File: config.mk
export PLATFORM = sky130hd
export DESIGN_NAME = ultrasonic_range_sequencer
export DESIGN_NICKNAME = d
export VERILOG_FILES = /design/src/hw/rtl/urs_pkg.sv /design/src/hw/rtl/urs_core.sv /design/src/hw/rtl/ultrasonic_range_sequencer.sv
export SDC_FILE = /design/constraint.sdc
export NUM_CORES = 1
export LEC_CHECK = 0
export BUFFER_PORTS_ARGS = -buffer_cell sky130_fd_sc_hd__buf_2
export CAP_MARGIN = 20
export CORE_MARGIN = 2
export CORE_UTILIZATION = 55
export CTS_CLUSTER_SIZE = 24
export DETAILED_ROUTE_END_ITERATION = 8
export GPL_TIMING_DRIVEN = 0
export PLACE_DENSITY = 0.73
export RECOVER_POWER = 100
export SYNTH_ARGS = -nofsm -noshare
export SYNTH_HDL_FRONTEND = slang
export SYNTH_SLANG_ARGS = --single-unit
File: constraint.sdc
create_clock -name clk_i -period 11.1 [get_ports clk_i]
set_clock_uncertainty 0.15 [all_clocks]
set_input_delay 1.11 -clock clk_i [delete_from_list [all_inputs] [get_ports clk_i]]
set_output_delay 1.11 -clock clk_i [all_outputs]
set_load 0.05 [all_outputs]
File: src/hw/rtl/urs_pkg.sv
// Shared types and constants for the ultrasonic range sequencer.
`timescale 1ns / 1ps

package urs_pkg;

  // Register field widths
  localparam int TrigW   = 10;
  localparam int ListenW = 16;
  localparam int IdleW   = 19;
  localparam int TpcW    = 8;
  localparam int DistW   = 11;
  localparam int SensorW = 2;
  localparam int TrigLnW = 3;

  // Configuration port
  localparam int CfgIdxW  = 3;
  localparam int CfgDataW = 19;

  // Register indexes
  localparam logic [CfgIdxW-1:0] RegTrigger = 3'd0;
  localparam logic [CfgIdxW-1:0] RegListen  = 3'd1;
  localparam logic [CfgIdxW-1:0] RegIdle    = 3'd2;
  localparam logic [CfgIdxW-1:0] RegTpc     = 3'd3;
  localparam logic [CfgIdxW-1:0] RegMaxDist = 3'd4;

  // Register reset values
  localparam logic [TrigW-1:0]   TrigReset   = 10'd10;
  localparam logic [ListenW-1:0] ListenReset = 16'd50000;
  localparam logic [IdleW-1:0]   IdleReset   = 19'd350000;
  localparam logic [TpcW-1:0]    TpcReset    = 8'd58;
  localparam logic [DistW-1:0]   MaxDistReset = 11'd400;

  // Saturation limit of the centimeter counter
  localparam logic [DistW-1:0] CmMax = 11'd2047;

  typedef struct packed {
    logic [TrigW-1:0]   trigger_ticks;
    logic [ListenW-1:0] listen_ticks;
    logic [IdleW-1:0]   idle_ticks;
    logic [TpcW-1:0]    ticks_per_cm;
    logic [DistW-1:0]   max_distance;
  } cfg_t;

  typedef struct packed {
    logic [TrigLnW-1:0] trigger_lines;
    logic               report_valid;
    logic [SensorW-1:0] sensor_number;
    logic [DistW-1:0]   distance_cm;
    logic               last_of_round;
  } res_t;

endpackage

File: src/hw/rtl/urs_core.sv
// Per-tick sequencer state and result logic for the range sequencer.
`timescale 1ns / 1ps

module urs_core #(
  parameter int SENSOR_COUNT = 3
) (
  input  logic          clk_i,
  input  logic          rst_ni,
  input  logic          step_i,
  input  logic          echo_i,
  input  urs_pkg::cfg_t cfg_i,
  output urs_pkg::res_t res_o
);
  import urs_pkg::*;

  localparam logic [1:0] PhTrigger = 2'd0;
  localparam logic [1:0] PhListen  = 2'd1;
  localparam logic [1:0] PhIdle    = 2'd2;

  logic [1:0]         phase_q, phase_d;
  logic [SensorW-1:0] sensor_q, sensor_d;
  logic [IdleW-1:0]   ticks_q, ticks_d;
  logic [TpcW-1:0]    sub_q, sub_d;
  logic [DistW-1:0]   run_q, run_d;
  logic [DistW-1:0]   latched_q, latched_d;
  logic               echo_prev_q;

  logic               is_last;
  logic [TpcW-1:0]    sub_inc;
  logic [IdleW-1:0]   ticks_inc;
  logic               measuring;

  assign is_last   = ({1'b0, sensor_q} + 3'd1) >= 3'(SENSOR_COUNT);
  assign sub_inc   = sub_q + 8'd1;
  assign ticks_inc = ticks_q + 19'd1;
  assign measuring = (phase_q == PhTrigger) || (phase_q == PhListen);

  // Next state and result for the current tick
  always_comb begin
    phase_d   = phase_q;
    sensor_d  = sensor_q;
    ticks_d   = ticks_inc;
    sub_d     = sub_q;
    run_d     = run_q;
    latched_d = latched_q;
    res_o     = '0;

    if (phase_q == PhTrigger) begin
      res_o.trigger_lines = TrigLnW'(3'b001 << sensor_q);
    end

    // Echo accumulation and falling-edge latch
    if (measuring) begin
      if (echo_i) begin
        sub_d = sub_inc;
        if (sub_inc >= cfg_i.ticks_per_cm || sub_inc == '0) begin
          sub_d = '0;
          if (run_q < CmMax) begin
            run_d = run_q + 11'd1;
          end
        end
      end
      if (echo_prev_q && !echo_i) begin
        latched_d = run_d;
      end
    end

    unique case (phase_q)
      PhTrigger: begin
        if (ticks_inc >= IdleW'(cfg_i.trigger_ticks)) begin
          phase_d = PhListen;
          ticks_d = '0;
        end
      end
      PhListen: begin
        if (ticks_inc >= IdleW'(cfg_i.listen_ticks)) begin
          res_o.report_valid  = 1'b1;
          res_o.sensor_number = sensor_q;
          res_o.last_of_round = is_last;
          res_o.distance_cm   = (latched_d != '0 && latched_d < cfg_i.max_distance) ?
                                latched_d : '0;
          ticks_d = '0;
          if (!is_last || cfg_i.idle_ticks == '0) begin
            phase_d   = PhTrigger;
            sensor_d  = is_last ? '0 : sensor_q + 2'd1;
            sub_d     = '0;
            run_d     = '0;
            latched_d = '0;
          end else begin
            phase_d = PhIdle;
          end
        end
      end
      PhIdle: begin
        if (ticks_inc >= cfg_i.idle_ticks) begin
          phase_d   = PhTrigger;
          sensor_d  = '0;
          ticks_d   = '0;
          sub_d     = '0;
          run_d     = '0;
          latched_d = '0;
        end
      end
      default: begin
        phase_d = PhTrigger;
        ticks_d = '0;
      end
    endcase
  end

  // State registers, advanced once per accepted tick
  always_ff @(posedge clk_i or negedge rst_ni) begin
    if (!rst_ni) begin
      phase_q     <= PhTrigger;
      sensor_q    <= '0;
      ticks_q     <= '0;
      sub_q       <= '0;
      run_q       <= '0;
      latched_q   <= '0;
      echo_prev_q <= 1'b0;
    end else if (step_i) begin
      phase_q     <= phase_d;
      sensor_q    <= sensor_d;
      ticks_q     <= ticks_d;
      sub_q       <= sub_d;
      run_q       <= run_d;
      latched_q   <= latched_d;
      echo_prev_q <= echo_i;
    end
  end

endmodule

File: src/hw/rtl/ultrasonic_range_sequencer.sv
// The result of an accepted tick request is registered in the output register or,
// if that still waits, in the skid stage. Throughput: one tick request per clock
// while the skid stage is empty, so the input stays open while one result waits.
// Reset (rst_ni low, asynchronous): registers return to their defaults, the
// sequencer restarts in the trigger phase of sensor 0 and the output is empty.
`timescale 1ns / 1ps

module ultrasonic_range_sequencer #(
  parameter int SENSOR_COUNT = 3
) (
  input  logic        clk_i,
  input  logic        rst_ni,
  // Tick input
  input  logic        s_axis_tvalid,
  output logic        s_axis_tready,
  input  logic [7:0]  s_axis_tdata,   // [0] echo_level, [7:1] zero
  // Result output
  output logic        m_axis_tvalid,
  input  logic        m_axis_tready,
  output logic [15:0] m_axis_tdata,   // [2:0] trigger_lines, [4:3] sensor_number,
                                      // [15:5] distance_cm
  output logic        m_axis_tuser,   // [0] report_valid
  output logic        m_axis_tlast,   // last_of_round
  // Configuration writes
  input  logic                            cfg_we_i,
  input  logic [urs_pkg::CfgIdxW-1:0]     cfg_idx_i,
  input  logic [urs_pkg::CfgDataW-1:0]    cfg_data_i
);
  import urs_pkg::*;

  cfg_t cfg_q;
  res_t res;
  res_t out_q, out_d, skid_q, skid_d;
  logic out_valid_q, out_valid_d, skid_valid_q, skid_valid_d;
  logic in_fire, out_fire;

  // Configuration registers
  always_ff @(posedge clk_i or negedge rst_ni) begin
    if (!rst_ni) begin
      cfg_q.trigger_ticks <= TrigReset;
      cfg_q.listen_ticks  <= ListenReset;
      cfg_q.idle_ticks    <= IdleReset;
      cfg_q.ticks_per_cm  <= TpcReset;
      cfg_q.max_distance  <= MaxDistReset;
    end else if (cfg_we_i) begin
      unique case (cfg_idx_i)
        RegTrigger: cfg_q.trigger_ticks <= cfg_data_i[TrigW-1:0];
        RegListen:  cfg_q.listen_ticks  <= cfg_data_i[ListenW-1:0];
        RegIdle:    cfg_q.idle_ticks    <= cfg_data_i[IdleW-1:0];
        RegTpc:     cfg_q.ticks_per_cm  <= cfg_data_i[TpcW-1:0];
        RegMaxDist: cfg_q.max_distance  <= cfg_data_i[DistW-1:0];
        default: ;
      endcase
    end
  end

  assign s_axis_tready = !skid_valid_q;
  assign in_fire       = s_axis_tvalid && s_axis_tready;
  assign out_fire      = out_valid_q && m_axis_tready;

  urs_core #(
    .SENSOR_COUNT(SENSOR_COUNT)
  ) u_core (
    .clk_i  (clk_i),
    .rst_ni (rst_ni),
    .step_i (in_fire),
    .echo_i (s_axis_tdata[0]),
    .cfg_i  (cfg_q),
    .res_o  (res)
  );

  // Output register with skid stage
  always_comb begin
    out_d        = out_q;
    skid_d       = skid_q;
    out_valid_d  = out_valid_q;
    skid_valid_d = skid_valid_q;
    if (skid_valid_q) begin
      if (out_fire) begin
        out_d        = skid_q;
        skid_valid_d = 1'b0;
      end
    end else if (in_fire) begin
      if (!out_valid_q || out_fire) begin
        out_d       = res;
        out_valid_d = 1'b1;
      end else begin
        skid_d       = res;
        skid_valid_d = 1'b1;
      end
    end else if (out_fire) begin
      out_valid_d = 1'b0;
    end
  end

  always_ff @(posedge clk_i or negedge rst_ni) begin
    if (!rst_ni) begin
      out_valid_q  <= 1'b0;
      skid_valid_q <= 1'b0;
    end else begin
      out_valid_q  <= out_valid_d;
      skid_valid_q <= skid_valid_d;
    end
  end

  always_ff @(posedge clk_i) begin
    out_q  <= out_d;
    skid_q <= skid_d;
  end

  assign m_axis_tvalid = out_valid_q;
  assign m_axis_tdata  = {out_q.distance_cm, out_q.sensor_number, out_q.trigger_lines};
  assign m_axis_tuser  = out_q.report_valid;
  assign m_axis_tlast  = out_q.last_of_round;

  // Skid stage only fills behind a full output register
  a_skid_behind_out: assert property (@(posedge clk_i) disable iff (!rst_ni)
    skid_valid_q |-> out_valid_q)
    else $error("skid stage holds a result while output register is empty");

  // At most one trigger line is driven
  a_trig_onehot: assert property (@(posedge clk_i) disable iff (!rst_ni)
    m_axis_tvalid |-> $onehot0(m_axis_tdata[2:0]))
    else $error("more than one trigger line driven");

  // A report never coincides with a trigger drive
  a_report_no_trig: assert property (@(posedge clk_i) disable iff (!rst_ni)
    (m_axis_tvalid && m_axis_tuser) |-> (m_axis_tdata[2:0] == 3'd0))
    else $error("report issued during trigger phase");

  // Without a report the reading fields are zero
  a_idle_fields_zero: assert property (@(posedge clk_i) disable iff (!rst_ni)
    (m_axis_tvalid && !m_axis_tuser) |-> (m_axis_tdata[15:3] == '0 && !m_axis_tlast))
    else $error("reading fields set without a report");

endmodule

== After elaboration in Yosys (flattened, before gate mapping) ==
Index checks and enable logic that the tools add are counted.

* Word-level logic and storage cells: 131
* Output and inout bits: 20
* Flip-flop bits (word level): 156

* $lt $le $gt $ge: 7
* $add $sub $neg: 5
* Equal/unequal tests: 12
* Mux-type cells: 49
* Reductions and logical operators: 31
* Bitwise gates (word level): 2
* Shift-type cells: 1

{| class="wikitable"
|+ Operators with widths
! kind !! count
|-
| 11-bit 2-to-1 mux || 13
|-
| 18-bit 2-to-1 mux || 4
|-
| 19-bit 2-to-1 mux || 3
|-
| 19-bit case mux with 3 select lines || 1
|-
| 8-bit 2-to-1 mux || 6
|-
| 11-bit case mux with 2 select lines || 2
|-
| 15-bit 2-to-1 mux || 2
|-
| 19-bit by 1-bit adder with 19-bit output, second input constant || 1
|-
| 19-bit by 10-bit greater-or-equal comparator with 1-bit output || 1
|-
| 19-bit by 16-bit greater-or-equal comparator with 1-bit output || 1
|-
| 19-bit greater-or-equal comparator || 1
|-
| 19-bit zero test || 1
|-
| 8-bit case mux with 2 select lines || 1
|-
| 2-bit 2-to-1 mux || 7
|-
| 11-bit by 1-bit adder with 11-bit output, second input constant || 1
|-
| 11-bit less-than comparator || 1
|-
| 11-bit less-than comparator, second input constant || 1
|-
| 11-bit nonzero test || 1
|-
| 2-bit AND reduction || 5
|-
| 3-bit AND reduction || 3
|-
| 8-bit by 1-bit adder with 8-bit output, second input constant || 1
|-
| 8-bit greater-or-equal comparator || 1
|-
| 8-bit zero test || 1
|-
| 2-bit nonzero test || 4
|-
| 23 further kinds || 44
|}

== Longest topological paths before layout ==
Gate-level depths: netlist of the first run.

* Word-level depth: 15
* Gate-level depth with buffers: 19
* Mapped depth without buffers: 16

== By module ==
A second synthesis of the first run with hierarchy kept.

* Cells, all modules: 835
* Area total of the unflattened synthesis: 9246.4 µm²

{| class="wikitable"
|+ Modules (own cells, without submodules)
! module !! instances !! seq. area each (µm²) !! cells each !! area an instance (µm²)
|-
| urs_core || 1 || 1351.3 || 627 || 5297.6
|-
| ultrasonic_range_sequencer || 1 || 2762.6 || 208 || 3948.8
|}

== Least setup slack after synthesis of the first run ==
Ideal clock, no wire load.

* Path type: input to register
* Start: input port s_axis_tdata[0]
* End: register skid_q[4] (netlist name), data pin
* Data required time: 10682 ps
* Setup slack: 7138 ps
* Path buffers: 4
* Cell stages on the path: 15
* Arrival: 3544 ps
* Cells stage by stage: inv_1 > and3_1 > buf_2 > buf_1 > mux2i_1 > inv_1 > ha_1 > nand4_1 > nor2_1 > a21oi_1 > o211a_1 > nand4b_1 > buf_2 > buf_2 > nor2_1

{| class="wikitable"
|+ RTL lines
! what !! RTL line !! text
|-
| start, declared || ultrasonic_range_sequencer.sv:16 || <nowiki>input logic [7:0] s_axis_tdata,</nowiki>
|-
| end signal, assigned || ultrasonic_range_sequencer.sv:108 || <nowiki>skid_q <= skid_d;</nowiki>
|-
| end, declared || ultrasonic_range_sequencer.sv:33 || <nowiki>res_t out_q, out_d, skid_q, skid_d;</nowiki>
|}

==> results of run 1 <==
## cell families (layout without fill, tap and decap cells)
logic type	after synthesis	in the layout
adders and majority gates	70	70
muxes	30	30
xor gates and xnor gates	23	23
buffers and inverters	126	206
and+or+nand+nor	304	304
DFF	156	156
AOI/OAI and AO/OA	221	221
## state kept, by name (all words and copies together), names as in the netlist
register / count
m_axis_tvalid: 1
m_axis_tuser: 1
u_core.phase_q: 2
u_core.ticks_q: 19
m_axis_tlast: 1
u_core.latched_q: 11
cfg_q: 64
m_axis_tdata: 16
u_core.sensor_q: 2
skid_valid_q: 1
u_core.run_q: 11
skid_q: 18
u_core.echo_prev_q: 1
u_core.sub_q: 8
## per-stage QoR
stage	setup WS [ns]	instance area (um^2)	instances	util, %	hold slack (ns)
after global placement	6.40	9380	1193	59.3	0.308
after CTS	6.38	10000	1226	63.4	0.331
after detailed placement	6.38	9430	1194	59.5	0.316
after floorplan	7.14	8880	930	-	0.292
final	4.55	9930	1226	62.7	0.328
after global routing	3.22	9930	1226	62.7	0.357
## cell usage after synthesis, types with 10 or more instances
master	count	share of area, %
a21oi_1	30	1.7
inv_1	86	3.6
nor3_1	18	1.0
nor2_1	45	1.9
o21ai_0	95	5.4
mux2i_1	12	1.4
clkbuf_1	26	1.1
nand2_1	138	5.8
xnor2_1	13	1.3
edfxtp_1	36	12
nand3_1	22	1.2
dfstp_2	24	7.1
dfrtp_1	96	27
ha_1	70	9.9
mux2_2	18	2.3
nor2b_1	12	0.85
o31ai_1	16	1.4
nand4_1	10	0.70
## metal layers
layer / wire length [um] / part of all wire [%]
met3: 1040 / 5.0
met4: 598 / 2.8
met1: 9480 / 45
met5: 0 / 0
met2: 9870 / 47
## worst min path at each step
stage                                 endpoint  slack, ns  cells after the start
3_5_place_dp   u_core.latched_q[5]$_DFFE_PN0P_       0.32                      2
5_1_grt        u_core.latched_q[5]$_DFFE_PN0P_       0.36                      2
4_1_cts        u_core.latched_q[5]$_DFFE_PN0P_       0.33                      2
6_report       u_core.latched_q[5]$_DFFE_PN0P_       0.33                      2
3_3_place_gp   u_core.latched_q[4]$_DFFE_PN0P_       0.31                      2
2_1_floorplan  u_core.latched_q[2]$_DFFE_PN0P_       0.29                      2
## final cells by class
type                    instances  area share (%)
flip-flops and latches        156            41.4
clock buffers                  17            4.29
multi-input cells             648            42.8
clock inverters                15            1.80
inverters                      87            3.29
well taps                     216            2.72
plain buffers                  39            1.59
repair buffers                 48            2.11
## power groups by stage
| stage | clock, uW | sequential [uW] | combinational [uW] |
|---|---|---|---|
| floorplan | 0 | 909 | 565 |
| global placement | 0 | 815 | 888 |
| detailed placement | 0 | 820 | 903 |
| CTS | 607 | 810 | 910 |
| global route | 632 | 829 | 984 |
| finish | 601 | 812 | 879 |
==> impl_results.md, run 1 <==
- Status: finished, violations left
- Failing checks: capacitance limit, slew limit
- Min-delay src: u_core.latched_q[5]$_DFFE_PN0P_
- # fillers: about 1400
- Largest family of logic cells by synthesized area: simple AND/OR/NAND/NOR gates
- Sequential area share after synthesis: a little under half
- Multi-input gate area: 0.00424 mm^2
- Number of global-route vias before repair: 6814
- Delay-heaviest family, CP: buffers and inverters
- Met2 usage: between 40% and 50%
- Critical path depth: 2
- I/O pin cnt: 55
- Async SR Flop Fraction: 76.9%
- First-pass GRT wire length: 34500 um
- Crit end category: async pin
- Crit path from: rst_ni
- Synth unique cells: ~70
- Leak Pwr: between 0.004 and 0.005 uW
- R2R depth: 16
- Sw Share: 40.8%
- Ant diodes: 0
- Hpwl dp: 15300 um
- Count of pins over their slew limit: roughly 120
- Die area: 0.0172 mm^2
- Die Y: 131 um
- Share of cells above drive strength 1: a little over a tenth
- Clk_lat worst skew: 0.43 ns
- Sink Count: 156
- Register area: 0.00411 mm^2
- Total power per unit cell area: 231 mW/mm^2
- Period minus WS final: 6.55 ns
- CP arrival: 5.76 ns
- XOR/XNOR Fraction of Synth Area: 2.42%
- Gr busiest metal: met2
- Most common cell after layout, fill and taps aside: nand2_1
- Clock Pin Slew Worst Setup and Hold Paths: ~0.06 ns
- Post-cts sizing count: 0
- Max VDD drop: approximately 0.00013 V
- Layout area overhead: 11.8%
- Slew HR: -228%
- Initial core utilization: 56.1%
- Worst slew pin tran: between 4 and 5 ns
- Initial antenna violation count: 0
- Horiz. Die Dim: 131 um
- Max-Cap Viols: 4
- CTS root buf: clkbuf_16
- Post-Syn Instances: 930
- Post-layout nets: ~1100
- Num rows: 46
- Vias: 6965
- Gr ovfl total: 0
- Post-synthesis area per instance: 9.54 um^2
- Largest net degree at the start of global routing: 93
- Mapped Nets: 1035
- Fin crit share: 59.0%
- WL per Instance: 17.1 um
- Final-report hold violation count: 0
- H-tree levels: 4
- Flop2flop setup slack: 5.69 ns
- Cell mode on critical path: clkbuf_1
- Endpoints failing setup: 0
- Switch Pwr: ~940 uW
- P_int: 1360 uW
- Combinational power share: a little under two fifths
- RR Endpoint: u_core.sub_q[5]$_DFFE_PN0P_
- Number of synthesized flops with an enable pin: 36
- Initial DRT Pass Iterations: 6
- Number of CTS-inserted buffers: 17
- IO buf count: 47
- CP endpoint: u_core.ticks_q[18]$_DFFE_PN0P_
- Slowest CP cell: clkbuf_1
- Crit-path cells: clkbuf_1, clkbuf_1
- Yosys reg bits: 156
- Final WL: 21000 um
- Worst Path Buf+Inv: 2
- Placer Congestion: around 0.87
- Adder-cell share of the synthesized area: 9.87%
- Via density: 5.68
- Simple-gate portion of the synthesized area: ~16%
- Worst R2R Start: u_core.ticks_q[0]$_DFFE_PN0P_
- Met1 usage: a little over a third
- Mapped cell area: 0.00888 mm^2
- Drt drc: 0
- Core area: 0.0158 mm^2
- Synth Warn #: 0
- CTS tree: built
- GRT met3 Usage: under 10%
- Multiplexer share of the synthesized area: between 3 and 4%
- Most frequent cells in the layout: nand2_1 (139), o21ai_0 (103), dfrtp_1 (96), inv_1 (86), ha_1 (70)
- CP Max Fanout: 92
- Total track usage: 26.5%
- Compound-gate portion of the synthesized area: 15.7%
- Routed Antenna Nets: 0
- Unrepaired setup endpoints after global routing: no
- Fmax: 153 MHz
- Top_reg_cell synth: dfrtp_1
- Setup Fix Bufs, Post-CTS: 0
- Clk pwr share: 26.2%
- CP startpoint kind: input port
- WP data required: 10.32 ns
- Fin Setup TNS: 0 ns
- Hold buffer count at CTS: 0
- Final Power: 2290 uW
- Seq pwr share: 35.4%
- Min-delay worst type: flop to flop
- DRC marker count from the first detailed-route iteration: 516
- Critical path type: input port to async pin
- Clk buf depth: 2
- Largest stage delay, worst path: 3.51 ns
Note: power is estimated with default switching activity, not from simulation.
==> inputs of run 2 (changes only) <==
Clock period 11.1 ns to 6.7 ns, I/O delays scaled along.
==> run 2 against run 1 <==
Against the previous run:
- first-iteration DRC count grew 6.6%
- final area grew 0.13%
- the flow still finishes with violations (capacitance limit, slew limit)
- count of clock-buffer cells in the layout is the same
- critical path depth grew 14
- setup slack lost 3.2 ns
- total power grew 66%
==> impl_results.md, run 2 (synthesis gave the netlist of run 1 again) <==
- Routed Antenna Nets: 0 (unchanged)
- Unrepaired setup endpoints after global routing: no (unchanged)
- Sink Count: 156 (unchanged)
- Endpoints failing setup: 0 (unchanged)
- Failing checks: capacitance limit, slew limit (unchanged)
- Drt drc: 0 (unchanged)
- Setup Fix Bufs, Post-CTS: 0 (unchanged)
- Min-delay src: m_axis_tready (was u_core.latched_q[5]$_DFFE_PN0P_)
- Post-layout nets: 1103 (was 1102)
- Status: finished, violations left (unchanged)
- Largest stage delay, worst path: 0.67 ns (was 3.51 ns)
- Final WL: 20900 um (was 21000 um)
- Gr ovfl total: 0 (unchanged)
- Flop2flop setup slack: 1.32 ns (was 5.69 ns)
- Placer Congestion: 0.873 (unchanged)
- Crit-path cells: ha_1, nand2_1, nor2_1, and3_1, nand3_1, xnor2_1, ha_1, o2111ai_1, nor3_1, nand3_1, a21oi_1, o211ai_1, a21oi_1, clkbuf_1, clkbuf_1, o21ai_0 (was clkbuf_1, clkbuf_1)
- Ant diodes: 0 (unchanged)
- Total power per unit cell area: 382 mW/mm^2 (was 231 mW/mm^2)
- Max reg flops: 64 (unchanged)
- Number of global-route vias before repair: 6814 (unchanged)
- Number of CTS-inserted buffers: 17 (unchanged)
- Fin crit share: 80.4%
- Max VDD drop: 0.000212 V (was 0.000128 V)
- Total track usage: 26.5% (unchanged)
- Initial DRT Pass Iterations: 5 (was 6)
- Final-report hold violation count: 0 (unchanged)
- H-tree levels: 4 (unchanged)
- Via density: 5.68 (about the same)
- Num rows: 46 (unchanged)
- Vias: 6973 (was 6965)
- Crit path from: u_core.ticks_q[0]$_DFFE_PN0P_ (was rst_ni)
- Clock Pin Slew Worst Setup and Hold Paths: 0.07 ns (was 0.06 ns)
- Die area: 0.0172 mm^2 (unchanged)
- Clk buf depth: 2 (unchanged)
- Fin Setup TNS: 0 ns (unchanged)
- R2R depth: 16 (unchanged)
- Worst slew pin tran: 2.29 ns (was 4.92 ns)
- CTS tree: built (unchanged)
- Register area: 0.00411 mm^2 (unchanged)
- Min-delay worst type: input port to flop (was flop to flop)
- Multi-input gate area: 0.00424 mm^2 (unchanged)
- Count of pins over their slew limit: 153 (was 123)
- Regs by FF count: cfg_q x64, u_core.ticks_q x19, skid_q x18 (unchanged)
- # fillers: 1377 (was 1379)
- Clk_lat worst skew: 0.43 ns (about the same)
- Core area: 0.0158 mm^2 (unchanged)
- WP data required: 6.84 ns (was 10.32 ns)
- Critical path type: flop to flop (was input port to async pin)
- First-pass GRT wire length: 34500 um (unchanged)
- Reg with most FFs: cfg_q (unchanged)
- CP endpoint: u_core.sub_q[5]$_DFFE_PN0P_ (was u_core.ticks_q[18]$_DFFE_PN0P_)
- Share of cells above drive strength 1: 11.2% (was 11.0%)
- Slowest CP cell: a21oi_1 (was clkbuf_1)
- I/O pin cnt: 55 (unchanged)
- WL per Instance: 17.1 um (about the same)
- CP startpoint kind: flop (was input port)
- Slew HR: -52.9% (was -228%)
- Initial core utilization: 56.1% (unchanged)
- Fmax: 186 MHz
- Horiz. Die Dim: 131 um (unchanged)
- Worst R2R Start: u_core.ticks_q[0]$_DFFE_PN0P_ (unchanged)
- Most frequent cells in the layout: nand2_1 (139), o21ai_0 (103), dfrtp_1 (96), inv_1 (86), ha_1 (70) (unchanged)
- Hpwl dp: 15300 um (unchanged)
- Finished Layout Cells: 1227 (was 1226)
- Cell Count Post-Placement: 1194 (unchanged)
- DRC marker count from the first detailed-route iteration: 550 (was 516)
- Die Y: 131 um (unchanged)
- IO buf count: 47 (unchanged)
- CP Max Fanout: 10 (was 92)
- Crit end category: flop (was async pin)
- RR Endpoint: u_core.sub_q[5]$_DFFE_PN0P_ (unchanged)
- CTS root buf: clkbuf_16 (unchanged)
- Initial antenna violation count: 0 (unchanged)
- Max-Cap Viols: 4 (unchanged)
- Layout area overhead: 12.0% (was 11.8%)
- Period minus WS final: 5.38 ns
- Hold path depth: 2 (unchanged)
- Most common cell after layout, fill and taps aside: nand2_1 (unchanged)
- Leak Pwr: 0.00443 uW (was 0.00442 uW)
- Largest net degree at the start of global routing: 93 (unchanged)
- CP arrival: 5.53 ns (was 5.76 ns)
-- run 2: metal layers --
metal	vias to the layer above	GRT usage, %	share of wire (%)	wire length (um)
met5	-	0	0	0
met4	0	11.6	2.9	616
met3	39	5.86	4.5	942
met2	181	42.3	47	9800
met1	3333	34.8	46	9590
li1	3420	-	-	-
-- run 2: metrics by stage --
step	power (uW)	utilization (%)	setup slack (ns)	instance area, um^2	hold slack [ns]
floorplan	2440	-	2.87	8880	0.224
global placement	2820	59.3	2.01	9380	0.308
detailed placement	2850	59.5	1.98	9430	0.316
CTS	3860	63.4	1.98	10000	0.263
global route	4050	62.8	0.884	9940	0.282
finish	3800	62.8	1.32	9940	0.278
-- run 2: final cells by class --
type | instances | area share [%]
Clock inverter | 15 | 1.80
Sequential cell | 156 | 41.4
Buffer | 39 | 1.59
Clock buffer | 17 | 4.28
Multi-Input combinational cell | 648 | 42.7
Inverter | 87 | 3.29
Tap cell | 216 | 2.72
Timing Repair Buffer | 49 | 2.23
-- run 2: repair_timing --
item                                   in CTS  in global routing
endpoints found under the hold margin      18                  0
resized for setup                           0                  0
hold buffers                                1                  0
-- run 2: worst max-delay path: cells and delay by family (launching register included) --
kind,cells,cell delay (ns)
AO/OA/AOI/OAI,5,1.53
AND/OR/NAND/NOR,6,1.31
adder cells (fa/ha/maj),2,0.59
flip-flops,1,0.50
XOR/XNOR,1,0.18
buffers and inverters,2,0.95
-- run 2: worst min-delay path by stage --
| stage | to | slack, ns |
|---|---|---|
| floorplan | cfg_q[0]$_DFFE_PN0P_ | 0.22 |
| detailed placement | u_core.latched_q[5]$_DFFE_PN0P_ | 0.32 |
| global placement | u_core.latched_q[4]$_DFFE_PN0P_ | 0.31 |
| CTS | skid_valid_q$_DFF_PN0_ | 0.26 |
| finish | skid_valid_q$_DFF_PN0_ | 0.28 |
| global route | skid_valid_q$_DFF_PN0_ | 0.28 |
-- run 2: report_power, final --
part | switching (uW) | total, uW | internal, uW
Clock | 429 | 993 | 564
Sequential | 114 | 1350 | 1230
Combinational | 1000 | 1460 | 453
